<file path="src/hdl/mpc_pkg.sv">
package mpc_pkg;

  // Widths of the coordinate datapath and of the item fields.
  localparam int unsigned CoordW  = 64;
  localparam int unsigned StepW   = 63;
  localparam int unsigned ProdW   = 128;
  localparam int unsigned HalfW   = 32;
  localparam int unsigned IterW   = 12;
  localparam int unsigned IndexW  = 10;
  localparam int unsigned ColorW  = 8;
  localparam int unsigned CfgIdxW = 3;

  // The hue divider works on values up to 255 * 4094, which fit in 20 bits.
  localparam int unsigned DivW = 20;
  localparam int unsigned QuoW = 8;
  localparam int unsigned SecW = 3;
  localparam int unsigned BitW = 3;

  localparam logic [ColorW-1:0] ColorMax = 8'd255;

  // Configuration register indexes.
  typedef enum logic [CfgIdxW-1:0] {
    REG_MIN_X      = 3'd0,
    REG_MIN_Y      = 3'd1,
    REG_STEP_X     = 3'd2,
    REG_STEP_Y     = 3'd3,
    REG_ITER_LIMIT = 3'd4
  } reg_idx_e;

  // Pixel sequencer states.
  typedef enum logic [3:0] {
    ST_IDLE,
    ST_CR,
    ST_CI,
    ST_SQA,
    ST_SQB,
    ST_TEST,
    ST_AB,
    ST_RE1,
    ST_RE2,
    ST_IM,
    ST_DIVS,
    ST_DIVM,
    ST_DIVH,
    ST_FIN
  } state_e;

endpackage

</file>
<file path="src/hdl/mpc_mul.sv">
// Signed 64 x 64 to 128 bit multiplier built from one 32 x 32 partial product
// per cycle. A start captures the operand magnitudes; the product is valid in
// the cycle in which done_o is high.
module mpc_mul (
  input  logic                           clk_i,
  input  logic                           rst_ni,
  input  logic                           start_i,
  input  logic [mpc_pkg::CoordW-1:0]     op_a_i,
  input  logic [mpc_pkg::CoordW-1:0]     op_b_i,
  output logic                           done_o,
  output logic [mpc_pkg::ProdW-1:0]      product_o
);

  localparam logic [2:0] StepAccLast = 3'd4;
  localparam logic [2:0] StepNeg     = 3'd5;

  logic                         busy_q;
  logic                         done_q;
  logic [2:0]                   cnt_q;
  logic                         neg_q;
  logic [mpc_pkg::CoordW-1:0]   mag_a_q;
  logic [mpc_pkg::CoordW-1:0]   mag_b_q;
  logic [mpc_pkg::CoordW-1:0]   pp_q;
  logic [1:0]                   pp_sh_q;
  logic [mpc_pkg::ProdW-1:0]    acc_q;

  logic [mpc_pkg::HalfW-1:0]    half_a;
  logic [mpc_pkg::HalfW-1:0]    half_b;
  logic [mpc_pkg::ProdW-1:0]    pp_aligned;

  // Partial product order: low*low, low*high, high*low, high*high.
  assign half_a = cnt_q[1] ? mag_a_q[mpc_pkg::CoordW-1:mpc_pkg::HalfW]
                           : mag_a_q[mpc_pkg::HalfW-1:0];
  assign half_b = cnt_q[0] ? mag_b_q[mpc_pkg::CoordW-1:mpc_pkg::HalfW]
                           : mag_b_q[mpc_pkg::HalfW-1:0];

  assign pp_aligned = mpc_pkg::ProdW'(pp_q) << {pp_sh_q, 5'b0};

  // Control: run six steps after a start, then pulse done.
  always_ff @(posedge clk_i or negedge rst_ni) begin
    if (!rst_ni) begin
      busy_q <= 1'b0;
      done_q <= 1'b0;
      cnt_q  <= '0;
    end else begin
      done_q <= 1'b0;
      if (start_i && !busy_q) begin
        busy_q <= 1'b1;
        cnt_q  <= '0;
      end else if (busy_q) begin
        if (cnt_q == StepNeg) begin
          busy_q <= 1'b0;
          done_q <= 1'b1;
        end
        cnt_q <= cnt_q + 3'd1;
      end
    end
  end

  // Datapath: magnitudes, partial products, accumulation and final sign.
  always_ff @(posedge clk_i) begin
    if (start_i && !busy_q) begin
      mag_a_q <= op_a_i[mpc_pkg::CoordW-1] ? (~op_a_i + 64'd1) : op_a_i;
      mag_b_q <= op_b_i[mpc_pkg::CoordW-1] ? (~op_b_i + 64'd1) : op_b_i;
      neg_q   <= op_a_i[mpc_pkg::CoordW-1] ^ op_b_i[mpc_pkg::CoordW-1];
      acc_q   <= '0;
    end else if (busy_q) begin
      if (cnt_q < StepAccLast) begin
        pp_q    <= half_a * half_b;
        pp_sh_q <= 2'(cnt_q[1]) + 2'(cnt_q[0]);
      end
      if (cnt_q != 3'd0 && cnt_q <= StepAccLast) begin
        acc_q <= acc_q + pp_aligned;
      end else if (cnt_q == StepNeg && neg_q) begin
        acc_q <= ~acc_q + 128'd1;
      end
    end
  end

  assign done_o    = done_q;
  assign product_o = acc_q;

endmodule

</file>
<file path="config.mk">
export PLATFORM = sky130hd
export DESIGN_NAME = mpc_mul
export DESIGN_NICKNAME = d
export VERILOG_FILES = /design/src/hdl/mpc_pkg.sv /design/src/hdl/mpc_mul.sv
export SDC_FILE = /design/constraint.sdc
export NUM_CORES = 2
export LEC_CHECK = 0
export BUFFER_PORTS_ARGS = -buffer_cell sky130_fd_sc_hd__buf_2
export CAP_MARGIN = 20
export CORE_ASPECT_RATIO = 0.8
export CORE_MARGIN = 2
export CORE_UTILIZATION = 60
export DETAILED_ROUTE_END_ITERATION = 10
export PLACE_DENSITY = 0.85
export SYNTH_ARGS = -nofsm -noshare
export SYNTH_HDL_FRONTEND = slang
export SYNTH_SLANG_ARGS = --single-unit
</file>
<file path="constraint.sdc">
create_clock -name clk_i -period 19.25 [get_ports clk_i]
set_input_delay 0.9625 -clock clk_i [delete_from_list [all_inputs] [get_ports clk_i]]
set_output_delay 0.9625 -clock clk_i [all_outputs]
set_load 0.005 [all_outputs]
</file>
Word-level counts from Yosys, hierarchy flattened. Cells that the tools add are included.

Reductions and logical operators: 9. Shift-type cells: 1. Bitwise operators: 5. Magnitude comparators: 2. Multiplexer cells: 14. Add/subtract/negate cells: 6. Multipliers: 1. Eq/ne operators: 1.

Operator list (count): $mux 128 (2); $add 128x1->128 const B (1); $add 128x128->128 (1); $add 64x1->64 const B (2); $not 128->128 (1); $not 64->64 (2); $shl 64x7->128 (1); $mux 63 (2); $mul 32x32->64 (1); $mux 32 (2); $mux 1 (6); $mux 3 (2); $reduce_bool 2->1 (2); $add 3x1->3 const B (1); $eq 3x3->1 const B (1); $le 3x3->1 const B (1); $logic_and 1x1->1 (3); $lt 3x3->1 const B (1); $reduce_and 3->1 (1); $reduce_bool 3->1 (1); $add 1x1->2 (1); $reduce_and 2->1 (1); $logic_not 1->1 (1); $not 1->1 (1); $xor 1x1->1 (1).

Register bits: 328. Bits of input ports: 131. Output and inout bits: 129. Logic and storage cells: 50.

Logic depth before layout (Yosys ltp).
Word-level depth: 4. Mapped depth: 33. Depth with buffers taken out: 29.

Worst setup path after synthesis. Ideal clock, no wire load.

Path kind: register to register. Start: register cnt_q[1]. End: register pp_q[62] in the netlist's numbering (data pin). Buffers on the path: 4. Clock period less this slack: 8.740 ns. Stages on the path, launching flop included: 32. Required time: 18.985 ns. Library setup time: 0.265 ns. Arrival: 8.475 ns. Slack: 10.510 ns. Cells stage by stage: dfrtp_1 -> clkbuf_1 -> buf_1 -> mux2i_1 -> clkbuf_1 -> nor2_1 -> fa_1 -> fa_1 -> inv_1 -> fa_1 -> fa_1 -> inv_1 -> fa_1 -> fa_1 -> fa_1 -> inv_1 -> fa_1 -> inv_1 -> ha_1 -> clkbuf_1 -> a21oi_1 -> o21ai_0 -> a21o_1 -> a21o_1 -> a21o_1 -> a21oi_1 -> nand3_1 -> a311oi_1 -> o31ai_1 -> a21oi_1 -> o21ai_0 -> xor2_1.

Longest elaborated chain between the ends: 2.

Ends and longest elaborated chain: start: declaration (RTL line mpc_mul.sv:19) `logic [2:0] cnt_q;`; start signal: assignment (RTL line mpc_mul.sv:55) `cnt_q <= cnt_q + 3'd1;`; $mux 32 (RTL line mpc_mul.sv:32) `assign half_a = cnt_q[1] ? mag_a_q[mpc_pkg::CoordW-1:mpc_pkg::HalfW]`; $mul 32x32->64 (RTL line mpc_mul.sv:69) `pp_q <= half_a * half_b;`; end signal: assignment (RTL line mpc_mul.sv:69); end: declaration (RTL line mpc_mul.sv:23) `logic [mpc_pkg::CoordW-1:0] pp_q;`.

Every way passes these cells. A chain may end at the register's enable or synchronous reset.

Worst setup path in the final report.
Start: register cnt_q[0]. End: register pp_q[62] in the netlist's numbering (data pin).

Longest elaborated chain between the ends: 2.

Ends and longest elaborated chain: $mux 32 (RTL line mpc_mul.sv:34) `assign half_b = cnt_q[0] ? mag_b_q[mpc_pkg::CoordW-1:mpc_pkg::HalfW]`; $mul 32x32->64 (RTL line mpc_mul.sv:69).

Every way passes these cells.

==> flow_summary.json <==
{
  "status": "finished clean",
  "dp_cells": 8183,
  "setup_viol_count_final": 0,
  "place_congestion": 1.14,
  "grt_pass1_vias": 53800,
  "yosysSeqAreaShare_pct": 14.6,
  "skew_ns": 0.0723,
  "cts_hold_buffers": 0,
  "nets": 8350,
  "overflow": 0,
  "ys_types": 78,
  "numPortBuffers": 259,
  "tns_ns": 0,
  "postCtsSetupBuffers": 0,
  "yosysWarnings": 0,
  "drtIter0Drc": 7984,
  "cp_max_fo": 54,
  "vias": 54400,
  "postPlaceCellArea_sq_um": 61100,
  "r2r_setup_slack_ns": 8.93,
  "end_kind": "flip-flop",
  "clk_latency_ns": 0.64,
  "wl_per_cell_microns": 26.3,
  "synth_area_leaders": "fa_1, edfxtp_1, ha_1, inv_1, nor2_1",
  "synth_area_sq_um": 58600,
  "io_pins": 260,
  "syn2layout_area_growth_pct": 6.78,
  "clockBufferDepth": 3,
  "syn_inst": 6900,
  "yosys.area.top_type_share_pct": 30.6,
  "post_cts_resized": 0,
  "clk_pin_slew_ns": 0.07,
  "rows": 102,
  "core_area_sq_um": 96700,
  "synth_edf_count": 195,
  "antenna_found_initial": 18,
  "syn_nets": 8324,
  "cpLargestDelayFamily": "adder cells",
  "synth_seq_cells": 328,
  "crit_type": "flip-flop to flip-flop",
  "cpMaxStageDelayCell": "mux2i_4",
  "setup_slack_ns": 8.93,
  "route.antenna.remaining_nets": 0,
  "grt_first_pass_wirelength_mm": 324,
  "clock-root-buffer": "clkbuf_16",
  "cpMostUsedCell": "fa_1",
  "design_area_sq_um": 62600,
  "worstHoldPathType": "primary input to async pin",
  "tritoncts": "built",
  "cts.sinks": 328,
  "startpoint_type": "flip-flop",
  "pre_cts_ws_ns": 9.27,
  "drc": 0,
  "drive_above_1_share_pct": 8.61,
  "fmax_ghz": 0.0969,
  "rsz0062_at_grt": "no",
  "htree_levels": 2,
  "async_flop_share_pct": 1.52,
  "stdcell_count": 8268,
  "yosys.area.top_type": "fa_1",
  "grt_max_degree": 93,
  "dieArea_sq_um": 100000,
  "cap_violations": 0,
  "ys.flop_type": "edfxtp_1",
  "initial_core_util_pct": 60.6,
  "max_stage_delay_ns": 0.97,
  "syn_area_per_cell_sq_um": 8.49,
  "die_h_microns": 284,
  "required_ns": 19.62,
  "drt_wl_total_mm": 218,
  "post-route-period-util_pct": 53.6,
  "period_needed_ns": 10.32,
  "cts_buffers": 41,
  "vias_per_cell": 6.58,
  "worst_pin_slew_ns": 1.10,
  "hpwl_mm": 170,
  "globalRouteTotalUtil_pct": 42.8,
  "hold_viol": 0,
  "slew-limit-headroom_pct": 24.6,
  "cp.arrival_ns": 10.69,
  "synth_commonest_cells": "inv_1, fa_1, nor2_1",
  "dr.pass1.iters": 10,
  "yosysMostFrequentCell": "inv_1",
  "die_x_microns": 353,
  "crit_buf_inv": 3,
  "finalMaxSlewViolations": 0
}
[stage by stage]
| step | hold WS [ns] | utilization, % |
|---|---|---|
| floorplan | 0.506 | - |
| global placement | 0.554 | 63.1 |
| detailed placement | 0.569 | 63.1 |
| CTS | 0.206 | 64.7 |
| global route | 0.247 | 64.7 |
| finish | 0.265 | 64.7 |
[cell families after synthesis]
group | synth area share (%)
muxes | 2.91
xor gates and xnor gates | 4.48
adders and majority gates | 39.1
AOI/OAI and AO/OA | 13.6
buffers and inverters | 8.33
and+or+nand+nor | 17.0
DFF | 14.6
[path summary, 6_finish.rpt]
path	start	to	cells past startpoint
worst min-delay path	rst_ni	cnt_q[1]$_DFFE_PN0P_	1
worst max register to register	cnt_q[0]$_DFFE_PN0P_	pp_q[62]$_DFFE_PP_	25
worst min register to register	product_o[32]$_SDFFE_PP0P_	product_o[32]$_SDFFE_PP0P_	2
worst max-delay path	cnt_q[0]$_DFFE_PN0P_	pp_q[62]$_DFFE_PP_	25
max in group asynchronous	rst_ni	done_o$_DFF_PN0_	1
min in group clk_i	op_b_i[0]	mag_b_q[0]$_DFFE_PP_	1
[layout by cell type (no fill, tap or decap), types with 123 or more instances in the layout]
| cell type | instances |
|---|---|
| xnor2_1 | 230 |
| nor2_1 | 859 |
| dfxtp_1 | 128 |
| buf_2 | 259 |
| a21oi_1 | 388 |
| o21ai_0 | 328 |
| edfxtp_1 | 195 |
| inv_1 | 927 |
| nand2_1 | 745 |
| a21o_1 | 123 |
| fa_1 | 897 |
| ha_1 | 396 |
[metal layers]
layer  track usage [%]  part of all wire, %  vias up
met5                 0                0.034        -
met4              18.4                  5.3       12
met3              19.6                   18      882
met2              58.4                   40     4308
met1              58.2                   37    26300
li1                  -                    -    22800
[registers in the layout, summed over array words and instances (netlist names)]
| signal | count |
|---|---|
| neg_q | 1 |
| pp_q | 64 |
| mag_b_q | 64 |
| pp_sh_q | 2 |
| product_o | 128 |
| done_o | 1 |
| busy_q | 1 |
| cnt_q | 3 |
| mag_a_q | 64 |
[layout make-up]
| cell class | count | area [sq um] |
|---|---|---|
| Multi-Input combinational cell | 5276 | 45400 |
| Tap cell | 1300 | 1630 |
| Inverter | 928 | 3490 |
| Antenna cell | 9 | 22.5 |
| Clock buffer | 49 | 1070 |
| Fill cell | 8051 | 34200 |
| Sequential cell | 328 | 8550 |
| Clock inverter | 27 | 428 |
| Timing Repair Buffer | 351 | 1990 |
Power is left out: the tool's default activity adds up to more than one toggle a clock period on the data nets, which glitch-free logic cannot reach.
